**config.mk**
```make
export PLATFORM = sky130hd
export DESIGN_NAME = nct_dly
export DESIGN_NICKNAME = d
export VERILOG_FILES = /design/src/rtl/nct_dly.sv
export SDC_FILE = /design/constraint.sdc
export NUM_CORES = 1
export LEC_CHECK = 0
export ABC_CLOCK_PERIOD_IN_PS = 800
export BUFFER_PORTS_ARGS = -buffer_cell sky130_fd_sc_hd__buf_4
export CELL_PAD_IN_SITES_DETAIL_PLACEMENT = 0
export CELL_PAD_IN_SITES_GLOBAL_PLACEMENT = 1
export CORE_MARGIN = 3
export CORE_UTILIZATION = 42
export DETAILED_ROUTE_END_ITERATION = 7
export PLACE_DENSITY_LB_ADDON = 0.1
export SLEW_MARGIN = 10
export SYNTH_ARGS = -nofsm -noshare
export SYNTH_HDL_FRONTEND = slang
export SYNTH_SLANG_ARGS = --single-unit
```
**constraint.sdc**
```tcl
create_clock -name clk -period 0.8 [get_ports clk]
set_input_delay 0.16 -clock clk [delete_from_list [all_inputs] [get_ports clk]]
set_output_delay 0.16 -clock clk [all_outputs]
set_load 0.01 [all_outputs]
```
**src/rtl/nct_dly.sv**
```systemverilog
`default_nettype none
// ----------------------------------------------------------------------------
// nct_dly
// Fixed-depth delay line that carries valid bits and sideband data alongside
// a pipelined arithmetic unit.
// ----------------------------------------------------------------------------
module nct_dly #(
	parameter int unsigned W     = 8,
	parameter int unsigned DEPTH = 4
) (
	input  wire logic         clk,
	input  wire logic         arst_n,
	input  wire logic [W-1:0] d,
	output logic      [W-1:0] q
);

	logic [W-1:0] tap_s [0:DEPTH-1];

	// shift every stage one place each cycle
	always_ff @(posedge clk or negedge arst_n) begin
		if (!arst_n) begin
			for (int i = 0; i < DEPTH; i++) begin
				tap_s[i] <= '0;
			end
		end else begin
			tap_s[0] <= d;
			for (int i = 1; i < DEPTH; i++) begin
				tap_s[i] <= tap_s[i-1];
			end
		end
	end

	assign q = tap_s[DEPTH-1];

endmodule
`default_nettype wire

```
==> results.txt <==
Area of the multi-input gates: 0 um^2
FILL cells: 144
Total power: 0.00274 W
Main combinational cell family by area after synthesis: buffers and inverters
Clk sink count: 32
Multi-Input Combinational: 0
Netlist Area Pre-Place: 861 um^2
Vias in the first global route: 379
DR WL/cell: 10.6 um
Arrival time at the worst endpoint: 810 ps
Worst-Margin Slew: 371 ps
Peak supply drop: 1.49 mV
Status: complete, but fails checks
CTS tree: done
Post-route ant nets: 0
Failing checks: setup timing
# port buffers: 17
Area after DPL: 960 um^2
Final instance area: 1140 um^2
Seq/Total Area, Yosys: 93.0%
Clk Tree Root Cell: clkbuf_4
Slowest stage delay, CP: 390 ps
Non-Filler Instances: 91
Post-synthesis compound-gate area fraction: 0%
WP buf/inv: 1
Synth Area in Adders: 0%
Layout cells sized above 1: 34.8%
Vias: 350
Top delay family on crit path: flip-flops
First-pass GRT wire length: 1590 um
Placed cells: 74
Total Nets Final: 75
Seq cells post-synth: 32
Detailed-route wire length: 964 um
Crit Path Class: reg -> out
Std cell rows: 15
Gpl congestion: 0.591
Critical path, cell by cell: buf_6
Final slew viol count: 0
P per Cell Area: 2410 nW/um^2
CORE AREA: 1820 um^2
All-Layer GR Usage: 9.29%
CP Data Required Time: 640 ps
Setup TNS: -1270 ps
Post-Synth Simple-Gate Area: 0%
Initial Util: 47.3%
Final hold vios: 0
Global route overflow: 0
Final setup viols: 8
Post-Syn Area per Cell: 21.5 um^2
Initial detailed-routing violation count: 0
Die Y: 51.3 um
Inserted Diodes: 0
CP endpoint kind: primary output
Final WS setup: -166 ps
Max Cap Violations: 0
CTS max path bufs: 2
Worst Skew: 2.08 ps
Area Overhead vs Synth: 32.3%
Startpoint type of the worst setup path: register
Synth warnings: 0
Die area: 2630 um^2
Relative slew margins: 75.2%
Die W: 51.3 um
Pin count of the biggest net entering global routing: 33
Syn Inst Count: 40
Static Leak: 0.535 nW
DRC: 0
Synth Net Count: 50
Num CTS Buffers: 5
Hold Path Class: in -> async
Xor/xnor share of the synthesized area: 0%
Unique masters post-synth: 2
Htree depth: 2
Post-synthesis mux area share: 0%
Initial antenna violation count: 0
CP max FO: 1
Achievable Freq: 1030 MHz
Vias/cell: 3.85
Period minus WS final: 966 ps
Final Util: 62.5%
Crit-path slowest cell: dfrtp_1
1st-pass router iterations: 1
Period utilisation layout: 121%
RSZ-0062 raised after global routing: true
Ports: 18
CTS clk-pin slew, worst paths: 80 ps
Skew-Pair Late Insertion Delay: 300 ps
==> cell usage in the layout, fill, tap and decap left out <==
master and instances:
buf_6 8, buf_4 9, dfrtp_1 32, clkbuf_1 2, clkbuf_4 5, clkbuf_8 1, dlygate4sd3_1 9
==> per-stage QoR <==
stage | hold WS [ps] | worst slack, ps
after global placement | 86.3 | 168
after CTS | 306 | -182
after detailed placement | 107 | 155
after global routing | 330 | -232
after floorplan | -136 | 173
final | 311 | -166
==> repair_timing <==
| item | in CTS | in global routing |
|---|---|---|
| setup endpoints to repair | 8 | 8 |
| hold buffers | 9 | 0 |
| resized for setup | 8 | 0 |
| buffers inserted | 0 | 0 |
| hold endpoints to repair | 40 | 0 |
==> synth_stat cells <==
cell type / n / area, um^2
buf_4: 8 / 60.1
dfrtp_1: 32 / 801
==> sequential cells by signal, indices dropped and copies added, names as in the netlist <==
name and cells:
q 8, tap_s 24
==> layer usage <==
layer,share of wire (%),global-route usage [%],vias up
met5,0,0,-
met3,8.8,7.00,0
met1,37,8.57,167
met2,54,15.2,21
met4,0,3.93,0
li1,-,-,162
==> worst paths after layout <==
check	slack [ps]	to	cells after the start	from
max in group asynchronous	220	q[4]	2	arst_n
setup reg to reg	320	tap_s[11]	0	tap_s[19]
setup / recovery	-170	q[4]	1	q[4]
min in group clk	350	tap_s[13]	0	tap_s[21]
hold reg to reg	350	tap_s[13]	0	tap_s[21]
hold / removal	310	tap_s[19]	2	arst_n
==> layout make-up <==
cell class / count / area (um^2) / area share (%)
clock buffer: 8 / 58.8 / 5.16
sequential: 32 / 801 / 70.3
tap: 25 / 31.3 / 2.75
timing repair buffer: 26 / 248 / 21.8
==> cell families (layout without fill, tap and decap cells) <==
logic type | Yosys count | in the layout
buffers and inverters | 8 | 34
DFF | 32 | 32
==> report_power, final <==
| part | leakage, nW | internal, W | switching [W] |
|---|---|---|---|
| Clock | 0.0326 | 0.000433 | 0.000440 |
| Combinational | 0.129 | 0.0000929 | 0.0000579 |
| Sequential | 0.373 | 0.00170 | 0.0000239 |
(Power assumes the default switching activity.)
