### src/rtl/nct_div.sv
`default_nettype none
// ----------------------------------------------------------------------------
// nct_div
// Pipelined restoring divider, one quotient bit per stage. The upper
// numerator bits above the quotient field must be below the divisor.
// ----------------------------------------------------------------------------
module nct_div #(
	parameter int unsigned NW = 27,
	parameter int unsigned DW = 11,
	parameter int unsigned QW = 18
) (
	input  wire logic          clk,
	input  wire logic [NW-1:0] num,
	input  wire logic [DW-1:0] den,
	output logic      [QW-1:0] quo
);

	logic [DW-1:0] rem_s [0:QW-1];
	logic [QW-1:0] low_s [0:QW-1];
	logic [QW-1:0] quo_s [0:QW-1];
	logic [DW-1:0] den_s [0:QW-1];

	for (genvar k = 0; k < QW; k++) begin : g_stage
		logic [DW-1:0] rem_p;
		logic [QW-1:0] low_p;
		logic [QW-1:0] quo_p;
		logic [DW-1:0] den_p;
		logic [DW:0]   part;
		logic          ge;

		// pick the previous stage, or the operands at the head
		if (k == 0) begin : g_head
			assign rem_p = DW'(num[NW-1:QW]);
			assign low_p = num[QW-1:0];
			assign quo_p = '0;
			assign den_p = den;
		end else begin : g_body
			assign rem_p = rem_s[k-1];
			assign low_p = low_s[k-1];
			assign quo_p = quo_s[k-1];
			assign den_p = den_s[k-1];
		end

		// bring down one numerator bit and try the subtract
		assign part = {rem_p, low_p[QW-1]};
		assign ge   = part >= {1'b0, den_p};

		always_ff @(posedge clk) begin
			rem_s[k] <= ge ? DW'(part - {1'b0, den_p}) : DW'(part);
			low_s[k] <= low_p << 1;
			quo_s[k] <= {quo_p[QW-2:0], ge};
			den_s[k] <= den_p;
		end
	end

	assign quo = quo_s[QW-1];

endmodule
`default_nettype wire

### config.mk
export PLATFORM = sky130hd
export DESIGN_NAME = nct_div
export DESIGN_NICKNAME = d
export VERILOG_FILES = /design/src/rtl/nct_div.sv
export SDC_FILE = /design/constraint.sdc
export NUM_CORES = 1
export LEC_CHECK = 0
export ABC_AREA = 1
export BUFFER_PORTS_ARGS = -buffer_cell sky130_fd_sc_hd__buf_2
export CAP_MARGIN = 20
export CORE_MARGIN = 2
export CORE_UTILIZATION = 63
export CTS_CLUSTER_DIAMETER = 120
export DETAILED_ROUTE_END_ITERATION = 8
export PLACE_DENSITY = 0.8
export SETUP_SLACK_MARGIN = 0.1
export SYNTH_ARGS = -nofsm -noshare
export SYNTH_HDL_FRONTEND = slang
export SYNTH_SLANG_ARGS = --single-unit
### constraint.sdc
create_clock -name clk -period 2.4 [get_ports clk]
set_input_delay 0.24 -clock clk [delete_from_list [all_inputs] [get_ports clk]]
set_output_delay 0.24 -clock clk [all_outputs]
set_load 0.1 [all_outputs]
==> out/results.tsv <==
stage	metric	value	unit
logic_synthesis	Mapped Avg Cell Area	8.36	um^2
logic_synthesis	Yosys cell types	34	
floorplan	die extent in y	220	um
placed_design	PortBufs	56	
detailed_routing	Via density	5.05	
global_route	initial antenna violation count	0	
power	Sw Share	39.4	%
setup_path	largest fanout on the critical path	17	
floorplan	Die Footprint	48600	um^2
placed_design	post-detail-place hpwl	45000	um
placed_design	placed instance count	4159	
logic_synthesis	sequential share of the synthesized area	47.4	%
detailed_routing	WL/cell	13.8	um
sta	worst slew pin tran	0.493	ns
logic_synthesis	net count of the mapped netlist	3780	
detailed_routing	final wirelength	59600	um
sta	Slew Viols, Final	0	
power	clock share of power	23.8	%
detailed_routing	Pre-Repair DR Iteration Count	5	
cts	post-cts resize count	0	
layout	Nets	3918	
setup_path	Worst setup EP type	register	
cts	CTS root buffer	clkbuf_16	
flow_run	Max-cap violations	0	
sta	Fin. Hold Viols	0	
cts	H-tree depth	3	
logic_synthesis	Top FF cell, synth	dfxtp_1	
layout	area occupied by multi-input gates	12800	um^2
detailed_routing	ANT nets after route	0	
setup_path	worst endpoint required time	2.87	ns
logic_synthesis	synthesized flop and latch total	698	
setup_path	CP Launch Type	register	
detailed_routing	Remaining DRCs	0	
layout	commonest non-fill, non-tap cells in the layout	nand2_1 (986), dfxtp_1 (698), inv_1 (616), ha_1 (197), nand3_1 (178)	
global_route	largest net degree at the start of global routing	18	
cts	Num CTS Buffers	72	
sta	final setup violation count	0	
run_status	status	completed	
layout	layout cells sized above 1	12.1	%
global_route	first-pass GRT wire length	98400	um
sta	slew margin rel.	67.4	%
layout	Register Area	14000	um^2
layout	ANT cells	0	
cts	Clock Latency Late Sink	0.61	ns
sta	Fin Hold WS	0.269	ns
sta	Setup WS post-layout	0.269	ns
layout	area delta synth->final	12.0	%
power	NetSw	18.5	mW
layout	Final Non-Filler Cells	4324	
logic_synthesis	Synth Instances	3527	
floorplan	num ports	57	
sta	setup_tns	0	ns
sta	f_max	0.469	GHz
power	cell internal pwr	28.5	mW
cts	clk sinks	698	
logic_synthesis	synth warn	0	
layout	Layout fillers	3580	
logic_synthesis	largest area contributor in the netlist	dfxtp_1	
setup_path	crit path launch	low_s[1][16]$_DFF_P_	
logic_synthesis	Synth top area share	47.4	%
floorplan	Initial Util	63.6	%
cts	Clock Pin Slew Worst Setup and Hold Paths	0.06	ns
min_path	worst min-delay path class	input port to register	
floorplan	Horiz. Die Dim	220	um
sta	Fin Clk Skew	0.0281	ns
setup_path	reg2reg setup slack	0.27	ns
cts	clk buf depth	3	
power	Flop pwr share	35.1	%
logic_synthesis	number of synthesized flops with an enable pin	0	
placed_design	routability cong.	0.927	
global_route	Tot GR Track Use	25.1	%
setup_path	RR Startpoint	low_s[1][16]$_DFF_P_	
floorplan	Placeable Area	46400	um^2
floorplan	Row Count	79	
min_path	Worst Min Path Start	num[15]	
global_route	gr ovfl total	0	
cts	TritonCTS clock tree	yes	
logic_synthesis	Async SR Flop Fraction	0	%
logic_synthesis	Area contributors post-synth	dfxtp_1 (47%), nand2_1 (13%), ha_1 (8.4%)	
placed_design	dpl ws	0.300	ns
power	leakage	17.0	nW
global_route	vias in the first global route	21000	
detailed_routing	via count	21800	
detailed_routing	drt initial violations	1529	
sta	crit share post-route	88.8	%
logic_synthesis	cell area after synthesis	29500	um^2
power	maximum VDD drop	1050	uV
setup_path	WP data arrival	2.61	ns
layout	most common cell after layout, fill and taps aside	nand2_1	
setup_path	Setup CP Type	register to register	
sta	RSZ-0062 raised after global routing	false	
power	pwr dens	1420	nW/um^2
sta	crit path time final	2.13	ns
power	Logic pwr share	41.1	%
==> synthesized netlist by cell type (6+ instances only) <==
cell,instances
a21oi_2,16
nand2_1,986
nand3_4,12
o21ai_2,30
dfxtp_1,698
nand3b_1,66
nand4_1,146
or2_2,18
buf_6,7
fa_1,17
nand3_1,178
inv_1,616
nor2_1,137
ha_1,197
o21ai_0,35
nor2_2,52
nand4_4,16
o21ai_1,18
a21oi_1,58
buf_8,6
buf_2,16
inv_2,16
and2_1,17
nand3_2,72
nand2_2,33
xnor2_1,16
xor2_1,35
==> worst paths after layout <==
check	end	cells past startpoint
max	rem_s[2][0]$_DFF_P_	9
min	low_s[0][15]$_DFF_P_	2
max reg2reg	rem_s[2][0]$_DFF_P_	9
min reg2reg	quo_s[13][4]$_DFF_P_	0
==> cells by family after synthesis <==
family,after synthesis,synth area share [%]
AO/OA/AOI/OAI,160,3.33
AND/OR/NAND/NOR,1739,29.1
flip-flops,698,47.4
buffers and inverters,665,9.16
XOR/XNOR,51,1.51
adder cells (fa/ha/maj),214,9.51
==> worst max-delay path, cell delays in order (launching register included) <==
cell and delay [ns]:
dfxtp_1 0.29, inv_1 0.11, ha_1 0.21, fa_1 0.21, inv_1 0.06, nand3_1 0.06, nand3_1 0.16, nand2_2 0.21
nand4_4 0.31, o21ai_0 0.38
==> area by class of cell <==
| cell class | instances | area share [%] |
|---|---|---|
| clock buffer | 90 | 6.09 |
| clock inverter | 36 | 1.23 |
| inverter | 632 | 7.18 |
| sequential | 698 | 42.3 |
| timing repair buffer | 97 | 2.11 |
| multi-input combinational | 2164 | 38.8 |
| tap | 607 | 2.30 |
==> through the flow <==
step | utilization, % | power (mW) | area, um^2
finish | 71.3 | 47.0 | 33000
global placement | 65.2 | 35.4 | 30200
detailed placement | 65.2 | 35.7 | 30200
global route | 71.3 | 50.6 | 33000
CTS | 71.2 | 47.2 | 33000
floorplan | - | 32.2 | 29500
==> sequential cells by signal, indices dropped and copies added, names as in the netlist <==
register,count
low_s,153
den_s,187
rem_s,187
quo_s,171
==> power groups by stage <==
stage / Combinational (mW) / Sequential (mW) / Clock [mW]
final: 19.3 / 16.5 / 11.2
after floorplan: 15.3 / 16.9 / 0
after global placement: 18.7 / 16.7 / 0
after CTS: 19.2 / 16.5 / 11.4
after detailed placement: 19.0 / 16.7 / 0
after global routing: 22.0 / 16.8 / 11.9
==> timing repair <==
action	CTS	global route
endpoints found under the hold margin	38	0
hold buffers	38	0
endpoints found under the setup margin	0	2
setup buffers	0	1
==> layer usage <==
metal  up-vias  share of wire, %  routed length [um]  track usage [%]
met4         0               3.2                1920             9.22
met3       134               4.4                2630             4.11
li1      11400                 -                   -                -
met5         -                 0                   0                0
met2       490                48               28700             43.7
met1      9838                44               26400             31.3
(Power assumes the default switching activity.)
