==> config.mk <==
export PLATFORM = sky130hd
export DESIGN_NAME = nct_sqrt
export DESIGN_NICKNAME = d
export VERILOG_FILES = /design/src/rtl/nct_sqrt.sv
export SDC_FILE = /design/constraint.sdc
export NUM_CORES = 1
export LEC_CHECK = 0
export ABC_AREA = 0
export BUFFER_PORTS_ARGS = -buffer_cell sky130_fd_sc_hd__buf_4
export CELL_PAD_IN_SITES_DETAIL_PLACEMENT = 1
export CELL_PAD_IN_SITES_GLOBAL_PLACEMENT = 1
export CORE_MARGIN = 3
export CORE_UTILIZATION = 53
export DETAILED_ROUTE_END_ITERATION = 6
export PLACE_DENSITY = 0.82
export SLEW_MARGIN = 20
export SYNTH_ARGS = -nofsm -noshare
export SYNTH_HDL_FRONTEND = slang
export SYNTH_SLANG_ARGS = --single-unit
==> constraint.sdc <==
create_clock -name clk -period 8.9 [get_ports clk]
set_input_delay 1.335 -clock clk [delete_from_list [all_inputs] [get_ports clk]]
set_output_delay 1.335 -clock clk [all_outputs]
set_load 0.02 [all_outputs]
==> src/rtl/nct_sqrt.sv <==
`default_nettype none
// ----------------------------------------------------------------------------
// nct_sqrt
// Pipelined integer square root (floor), one result bit per stage using the
// digit-by-digit method.
// ----------------------------------------------------------------------------
module nct_sqrt #(
	parameter int unsigned LW = 34,
	localparam int unsigned RW = LW / 2
) (
	input  wire logic          clk,
	input  wire logic [LW-1:0] rad,
	output logic      [RW-1:0] root
);

	logic [RW+1:0] rem_s  [0:RW-1];
	logic [RW-1:0] root_s [0:RW-1];
	logic [LW-1:0] rad_s  [0:RW-1];

	for (genvar k = 0; k < RW; k++) begin : g_stage
		logic [RW+1:0] rem_p;
		logic [RW-1:0] root_p;
		logic [LW-1:0] rad_p;
		logic [RW+3:0] cand;
		logic [RW+3:0] trial;
		logic          ge;

		if (k == 0) begin : g_head
			assign rem_p  = '0;
			assign root_p = '0;
			assign rad_p  = rad;
		end else begin : g_body
			assign rem_p  = rem_s[k-1];
			assign root_p = root_s[k-1];
			assign rad_p  = rad_s[k-1];
		end

		// bring down the next bit pair and try root*4+1
		assign cand  = {rem_p, rad_p[LW-1:LW-2]};
		assign trial = {2'b00, root_p, 2'b01};
		assign ge    = cand >= trial;

		always_ff @(posedge clk) begin
			rem_s[k]  <= ge ? (RW+2)'(cand - trial) : (RW+2)'(cand);
			root_s[k] <= {root_p[RW-2:0], ge};
			rad_s[k]  <= rad_p << 2;
		end
	end

	assign root = root_s[RW-1];

endmodule
`default_nettype wire

==> results.toml, run 1 <==
[outcome]
run_status = "complete, no violations"

[synthesis]
synth_top_family_by_area = "simple AND/OR/NAND/NOR gates"
yosysWarnings = 0
synth_cell_type_count = 64
synth_xor_area_frac = 0.07278
synthAdderAreaFrac = 0.08506
synthCells = 2417
synth.top_cell.area_share = 0.5627
synthArstFlopShare = 0
synth_seq_cells = 707
synth_edf_count = 0
netlist_top_cells_area = "dfxtp_1, ha_1, xor2_1"
yosysSeqAreaShare = 0.5627
syn_area_per_cell_um2 = 10.41
syn_nets = 2623
synthMuxAreaShare = 0.01512
netlist_area_um2 = 25150
synth-main-ff-cell = "dfxtp_1"
synth_common_cells = "dfxtp_1, inv_1, ha_1"
yosysMostFrequentCell = "dfxtp_1"
synth_compound_gate_area_share = 0.1048
yosys.area.top_type = "dfxtp_1"
synth-simple-area-share = 0.1221

[detailed_routing]
vias = 17020
wl_per_cell_um = 18.77
first_pass_iters = 5
drt-initial-drc-count = 779
wl_mm = 59.56
viasPerCell = 5.362
ant_nets = 0
drc = 0

[sta]
hold_viol_final = 0
rsz0062_at_grt = "no"
fmax_ghz = 0.2823
tns_ns = 0
finalCriticalPeriod_ns = 3.543
setup_viol = 0
finalCritPeriodShare = 0.3981
slew_viol_final = 0
worst_pin_slew_ns = 1.064
fin_skew_ns = 0.03273
relSlewSlack = 0.2886

[die]
start_util = 0.5380
core_um2 = 46750
num_rows = 79
die-area_um2 = 50110
ioPinCount = 52
die_w_um = 223.9
die_h_um = 223.9

[cells_and_area]
antennaDiodeCount = 0
area_growth_pct = 14.43
seq_area_um2 = 14150
utilization = 0.6156
multiInputGateArea_um2 = 10070
fin_cells = 3173
fill_cells = 4974
drive_gt1_frac = 0.08379
fin_nets = 2716

[clock_tree]
numCtsBuffers = 72
clk_pin_slew_ns = 0.06
cts.repair.resized = 0
cts.path.max_buffers = 3
worstSkewPairLatency_ns = 0.63
cts_tree = "yes"
clkSinkCount = 707
htreeDepth = 3
post-cts-setup-buffers = 0
cts_hold_buf = 0
cts-root-buf = "clkbuf_16"

[global_route]
grt_max_degree = 33
first_global_vias = 18910
grt_pass1_wl_mm = 97.56
antenna_found_initial = 1
globalRouteOverflowTotal = 0
grt_use_total = 0.2397

[run]
maxCapViolCount = 0

[power]
power.density_nw_per_um2 = 305.8
pwr-share-comb = 0.160
p_leak_nw = 13.71
p_sw_w = 0.002469
switching_share = 0.2805
p_int_w = 0.006333
ir_drop_uv = 218.9
clkPwrFrac = 0.373
seq_power_share = 0.468
total_power_w = 0.008802

[setup_path]
crit_arrival_ns = 4.05
rrSetupSlack_ns = 5.36
r2r_start = "root_s[5][0]"
path_common_cell = "o21a_1"
r2r_end = "rem_s[0][128]"
start_kind = "register"
critPathLaunch = "root_s[5][0]"
rr_worst_depth = 11
crit_chain = "inv_1 -> ha_1 -> o21a_1 -> o21a_1 -> o21ai_0 -> a21oi_1 -> a2111oi_0 -> and3_1 -> nor3_1 -> nand2_1 -> xnor2_1"
worst-path-buf-inv = 1
worstSetupEndpoint = "rem_s[0][128]"
cp-end-kind = "register"
crit_family = "compound AO/OA/AOI/OAI gates"
cp_data_required_time_ns = 9.41
cpPeakStageDelay_ns = 0.76
crit_cells = 11
critical_path_class = "reg2reg"
path_max_fanout = 18
cp_slowest_cell = "a2111oi_0"

[placed_design]
dp_cells = 3043
portBuffers = 51
gp_congestion = 0.9139
hpwl_mm = 39.54

[hold_path]
hold_path_class = "reg2reg"
==> cell usage in the layout (no fill, tap or decap), types with 9 or more instances in the layout <==
cell / instances
a21o_1: 49
a21oi_1: 141
and3_1: 9
buf_4: 56
bufinv_16: 13
clkbuf_1: 15
clkbuf_16: 72
clkbuf_8: 11
clkinv_2: 9
dfxtp_1: 707
ha_1: 171
inv_1: 209
mux2_2: 24
mux2i_1: 11
nand2_1: 148
nand2b_1: 35
nand3_1: 49
nand4_1: 22
nor2_1: 143
nor2b_1: 28
nor3_1: 58
nor4_1: 31
o21a_1: 42
o21ai_0: 115
o21bai_1: 9
o31ai_1: 13
or2_2: 10
or3_1: 31
or4_1: 19
xnor2_1: 103
xor2_1: 106
==> cell type report <==
class,instances,share of cell area
inverter,209,0.02726
clock buffer,98,0.06982
clock inverter,32,0.02035
timing repair buffer,56,0.01461
sequential,707,0.4918
multi-input combinational,1464,0.3498
tap,607,0.02639
==> routing by layer <==
metal | vias up | routed length, um | GRT usage
met5 | - | 20 | 0
met4 | 2 | 1509 | 0.08461
met3 | 118 | 1824 | 0.03525
met2 | 254 | 30380 | 0.4358
met1 | 8278 | 25820 | 0.2899
li1 | 8363 | - | -
==> registers in the layout, indices dropped and copies added, names as in the netlist <==
name	cells
rad_s	272
root_s	153
rem_s	282
==> power groups by stage <==
stage | combinational, W | sequential, W | clock (W)
2_1_floorplan | 0.00106 | 0.00402 | 0
3_3_place_gp | 0.00127 | 0.00415 | 0
3_5_place_dp | 0.00135 | 0.00416 | 0
4_1_cts | 0.00141 | 0.00412 | 0.00334
5_1_grt | 0.00157 | 0.00417 | 0.00348
6_report | 0.00141 | 0.00412 | 0.00328
==> how the worst min path moves through the flow <==
stage	from	to	slack, ns	depth (start not counted)
detailed placement	rad_s[0][90]	rad_s[0][124]	0.31	0
finish	rad_s[0][214]	rad_s[0][248]	0.31	0
floorplan	rad_s[0][68]	rad_s[0][102]	0.31	0
CTS	rad_s[0][182]	rad_s[0][216]	0.31	0
global placement	rad_s[0][104]	rad_s[0][138]	0.31	0
global route	rad_s[0][182]	rad_s[0][216]	0.32	0
==> logic make-up (layout without fill, tap and decap cells) <==
kind of cell	Yosys count	in the layout
other cells	1	1
buf+inv	246	395
compound gates	433	433
xor+xnor	209	209
simple gates	615	615
flops	707	707
mux	35	35
fa+ha+maj	171	171
==> through the flow <==
step	setup WS, ns	hold slack, ns	cell area (um2)
2_1_floorplan	6.056	0.3096	25150
3_3_place_gp	5.635	0.3097	26190
3_5_place_dp	5.504	0.3132	26190
4_1_cts	5.315	0.3075	28780
5_1_grt	4.928	0.3160	28780
6_report	5.357	0.3063	28780
(Power assumes the default switching activity.)
==> run 2: changes to the inputs <==
Settings changed: CORE_UTILIZATION 53 to 45, PLACE_DENSITY 0.82 to 0.74.
Clock period 8.9 ns to 2.9 ns, I/O delays scaled along.
==> run 2 against run 1 <==
  * Via count about the same
  * First-iteration DRC count down 22%
  * Utilization down 7.3 points
  * Clock power rose to 2.9 times the previous value
  * Critical path type unchanged
==> results.toml, run 2 (synthesis gave the netlist of run 1 again) <==
[outcome]
run_status = "complete, no violations"

[global_route]
grt_max_degree = 28
grt_pass1_wl_mm = 92.52
globalRouteOverflowTotal = 0
grt_use_total = 0.1897
first_global_vias = 18600
antenna_found_initial = 1

[detailed_routing]
wl_mm = 55.30
ant_nets = 0
wl_per_cell_um = 16.29
vias = 17030
first_pass_iters = 5
viasPerCell = 5.017
drc = 0
drt-initial-drc-count = 608

[cells_and_area]
fill_cells = 5873
largest_register = "rem_s"
fin_area_um2 = 29940
reg_top3 = "rem_s x282, rad_s x272, root_s x153"
layout_commonest_cell = "dfxtp_1"
mostFrequentLayoutCells = "dfxtp_1, inv_1, ha_1"
antennaDiodeCount = 0
fin_nets = 2799
area_growth_pct = 19.03
largest_register_ff_count = 282
drive_gt1_frac = 0.1198

[die]
core_um2 = 55200
start_util = 0.4557
ioPinCount = 52
die_w_um = 242.4
die_h_um = 242.4
num_rows = 86
die-area_um2 = 58770

[run]
maxCapViolCount = 0

[sta]
fin_skew_ns = 0.01888
relSlewSlack = 0.4216
finalHoldWorstSlack_ns = 0.3224
setup_viol = 0
finalCritPeriodShare = 0.9835
finalCriticalPeriod_ns = 2.852
hold_viol_final = 0
rsz0062_at_grt = "yes"
fmax_ghz = 0.3506
tns_ns = 0
slew_viol_final = 0
worst_pin_slew_ns = 0.8654

[clock_tree]
htreeDepth = 3
clkSinkCount = 707
numCtsBuffers = 71
cts_tree = "yes"
cts.path.max_buffers = 3
worstSkewPairLatency_ns = 0.61
cts-root-buf = "clkbuf_16"
clk_pin_slew_ns = 0.06

[setup_path]
crit_family = "compound AO/OA/AOI/OAI gates"
critical_path_class = "reg2reg"
crit_arrival_ns = 3.35
path_max_fanout = 26
cp_slowest_cell = "o311a_1"
crit_chain = "inv_2 -> ha_4 -> buf_4 -> and3_1 -> nand3_1 -> a21oi_1 -> o311a_1 -> o21a_1 -> or2_1 -> a211o_1 -> buf_12 -> mux2_2"
cpPeakStageDelay_ns = 0.41
cp_data_required_time_ns = 3.39
cp-end-kind = "register"
start_kind = "register"
worst-path-buf-inv = 3

[placed_design]
placed_area_um2 = 26780
portBuffers = 51
hpwl_mm = 39.59
gp_congestion = 0.8732

[power]
power.density_nw_per_um2 = 891.6
ir_drop_uv = 638.7
p_leak_nw = 14.11

[hold_path]
hold_path_class = "reg2reg"
## run 2: power by group
part	total (W)	internal, W	switching, W
Combinational	0.00450	0.00215	0.00235
Sequential	0.0126	0.0114	0.00122
Clock	0.00959	0.00573	0.00386
## run 2: final cells by class
class | instances | area [um2] | share of cell area
well taps | 748 | 935.9 | 0.03126
repair buffers | 140 | 1219 | 0.04071
clock inverters | 28 | 451.7 | 0.01509
flip-flops and latches | 707 | 14160 | 0.4730
inverters | 209 | 784.5 | 0.02620
multi-input cells | 1464 | 10340 | 0.3454
clock buffers | 98 | 2048 | 0.06841
## run 2: timing repair
action,CTS,global route
setup buffers,1,4
endpoints found under the setup margin,18,104
gates resized for setup,8,59
gates cloned,0,0
hold endpoints to repair,34,0
hold buffers,34,0
pin swaps,1,14
## run 2: worst reg2reg max path, stage by stage (launching register included)
cell and delay (ns):
dfxtp_2 0.33, inv_2 0.04, ha_4 0.21, buf_4 0.14, and3_1 0.21, nand3_1 0.11
a21oi_1 0.07, o311a_1 0.41, o21a_1 0.21, or2_1 0.26, a211o_1 0.30, buf_12 0.17
mux2_2 0.28
## run 2: path summary, 6_finish.rpt
kind / cells past startpoint / endpoint / startpoint / slack [ns]
max: 12 / rem_s[0][254] / root_s[12][4] / 0.05
min: 0 / rad_s[0][185] / rad_s[0][151] / 0.32
max reg2reg: 12 / rem_s[0][254] / root_s[12][4] / 0.05
min reg2reg: 0 / rad_s[0][185] / rad_s[0][151] / 0.32
## run 2: per-layer routing
layer,up-vias,part of all wire,track usage
met4,2,0.024,0.06383
met1,8213,0.45,0.2332
met3,113,0.029,0.03077
met2,186,0.50,0.3375
met5,-,0.00024,0
li1,8514,-,-
## run 2: per-stage QoR
stage	utilization	setup WS, ns	cells	power (W)
floorplan	-	0.05625	2417	0.01557
global placement	0.4851	0.02270	3229	0.01683
detailed placement	0.4851	-0.1365	3229	0.01708
CTS	0.5369	-0.01993	3390	0.02687
global route	0.5424	-0.06131	3394	0.02825
finish	0.5424	0.04774	3394	0.02669
==> run 3: changes to the inputs <==
Clock period 2.9 ns to 2.5 ns, I/O delays scaled along.
==> run 3 against run 2 <==
  * The run now ends with negative setup slack left
  * Critical path depth unchanged
  * Wire length is 44% higher
  * Maximum frequency down 4.5%
  * Critical endpoint is now rem_s[0][253]
  * Largest power group unchanged
==> results.toml, run 3 (synthesis gave the netlist of run 1 again) <==
[sta]
worst_pin_slew_ns = 0.6060
hold_viol_final = 0
finalCritPeriodShare = 1.194
slew_viol_final = 0
fin_skew_ns = 0.02568
rsz0062_at_grt = "yes"
finalHoldWorstSlack_ns = 0.3214
finalCriticalPeriod_ns = 2.986
setup_viol = 112
fmax_ghz = 0.3349
worst_slack_ns = -0.4862
relSlewSlack = 0.5923

[global_route]
first_global_vias = 21010
antenna_found_initial = 3
grt_use_total = 0.2251
globalRouteOverflowTotal = 0
grt_pass1_wl_mm = 108.6
grt_max_degree = 26

[cells_and_area]
fin_nets = 3073
layout_commonest_cell = "dfxtp_1"
area_growth_pct = 35.29
drive_gt1_frac = 0.3006
reg_top3 = "rem_s x282, rad_s x272, root_s x153"
mostFrequentLayoutCells = "dfxtp_1, buf_4, inv_1"
utilization = 0.6165
fin_cells = 3669
antennaDiodeCount = 0
largest_register = "rem_s"
largest_register_ff_count = 282

[placed_design]
pre_cts_slack_ns = -0.4579
portBuffers = 51
dp_cells = 3411
hpwl_mm = 42.02
gp_congestion = 0.8651

[clock_tree]
clkSinkCount = 707
worstSkewPairLatency_ns = 0.63
cts.path.max_buffers = 3
htreeDepth = 3
cts-root-buf = "clkbuf_16"
numCtsBuffers = 73
clk_pin_slew_ns = 0.07
cts_tree = "yes"

[setup_path]
start_kind = "register"
worst-path-buf-inv = 2
path_max_fanout = 5
crit_family = "compound AO/OA/AOI/OAI gates"
path_common_cell = "a21oi_2"
crit_chain = "inv_2 -> ha_4 -> a21oi_2 -> o21bai_1 -> or3_1 -> o311a_1 -> o21a_1 -> or2_4 -> a211o_4 -> buf_6 -> nor2_4 -> a21oi_2"
cp_data_required_time_ns = 3.01
cp_slowest_cell = "o311a_1"
cpPeakStageDelay_ns = 0.40
cp-end-kind = "register"
critical_path_class = "reg2reg"
crit_arrival_ns = 3.50

[die]
ioPinCount = 52
num_rows = 86
die_w_um = 242.4
core_um2 = 55200
die_h_um = 242.4
die-area_um2 = 58770
start_util = 0.4557

[run]
maxCapViolCount = 0

[outcome]
violations = "negative setup slack"
run_status = "finished, violations left"

[power]
ir_drop_uv = 729.3
p_leak_nw = 15.86
power.density_nw_per_um2 = 997.7

[detailed_routing]
viasPerCell = 5.333
drt-initial-drc-count = 921
vias = 19570
first_pass_iters = 6
drc = 0
wl_mm = 79.62
wl_per_cell_um = 21.70
ant_nets = 0

[hold_path]
hold_path_class = "reg2reg"
## run 3: changes by cell type in the layout (fill, tap and decap cells not counted), sizes merged, moves of 2 or more
cell / change
buf: +266
bufinv: -4
clkbuf: +5
clkinv: +5
clkinvlp: +2
## run 3: metrics by stage
stage                     cell area [um2]  setup TNS (ns)  power [W]
after floorplan                     25330          -2.807    0.01815
after global placement              28210          -15.94    0.02016
after detailed placement            28210          -32.62    0.02052
after CTS                           32480          -10.57    0.03245
after global routing                34030          -31.27    0.03539
final                               34030          -21.17    0.03395
## run 3: final cells by class
cell class,instances,area (um2)
inverter,209,784.5
fill,5629,21170
clock inverter,30,419.2
sequential,707,14220
tap,748,935.9
multi-input combinational,1465,11970
clock buffer,99,2074
timing repair buffer,411,3623
## run 3: per-layer routing
metal | global-route usage | share of wire
met2 | 0.4231 | 0.53
met4 | 0.06418 | 0.035
met5 | 0 | 0.00021
met3 | 0.03309 | 0.039
met1 | 0.2649 | 0.39
## run 3: report_power, final
part           switching (W)  internal [W]
combinational        0.00404       0.00380
clock                0.00483       0.00637
sequential           0.00168        0.0132
## run 3: path summary, 6_finish.rpt
kind                 startpoint       endpoint  slack, ns  depth (start not counted)
setup / recovery  root_s[12][4]  rem_s[0][253]      -0.49                         12
hold / removal    rad_s[0][186]  rad_s[0][220]       0.32                          0
setup reg to reg  root_s[12][4]  rem_s[0][253]      -0.49                         12
hold reg to reg   rad_s[0][186]  rad_s[0][220]       0.32                          0
## run 3: repair_timing
action | in CTS | in global routing
hold buffers | 35 | 0
cloned | 9 | 4
endpoints found under the hold margin | 35 | 0
resized for setup | 243 | 296
pin swaps | 73 | 113
endpoints found under the setup margin | 181 | 181
setup buffers | 37 | 57
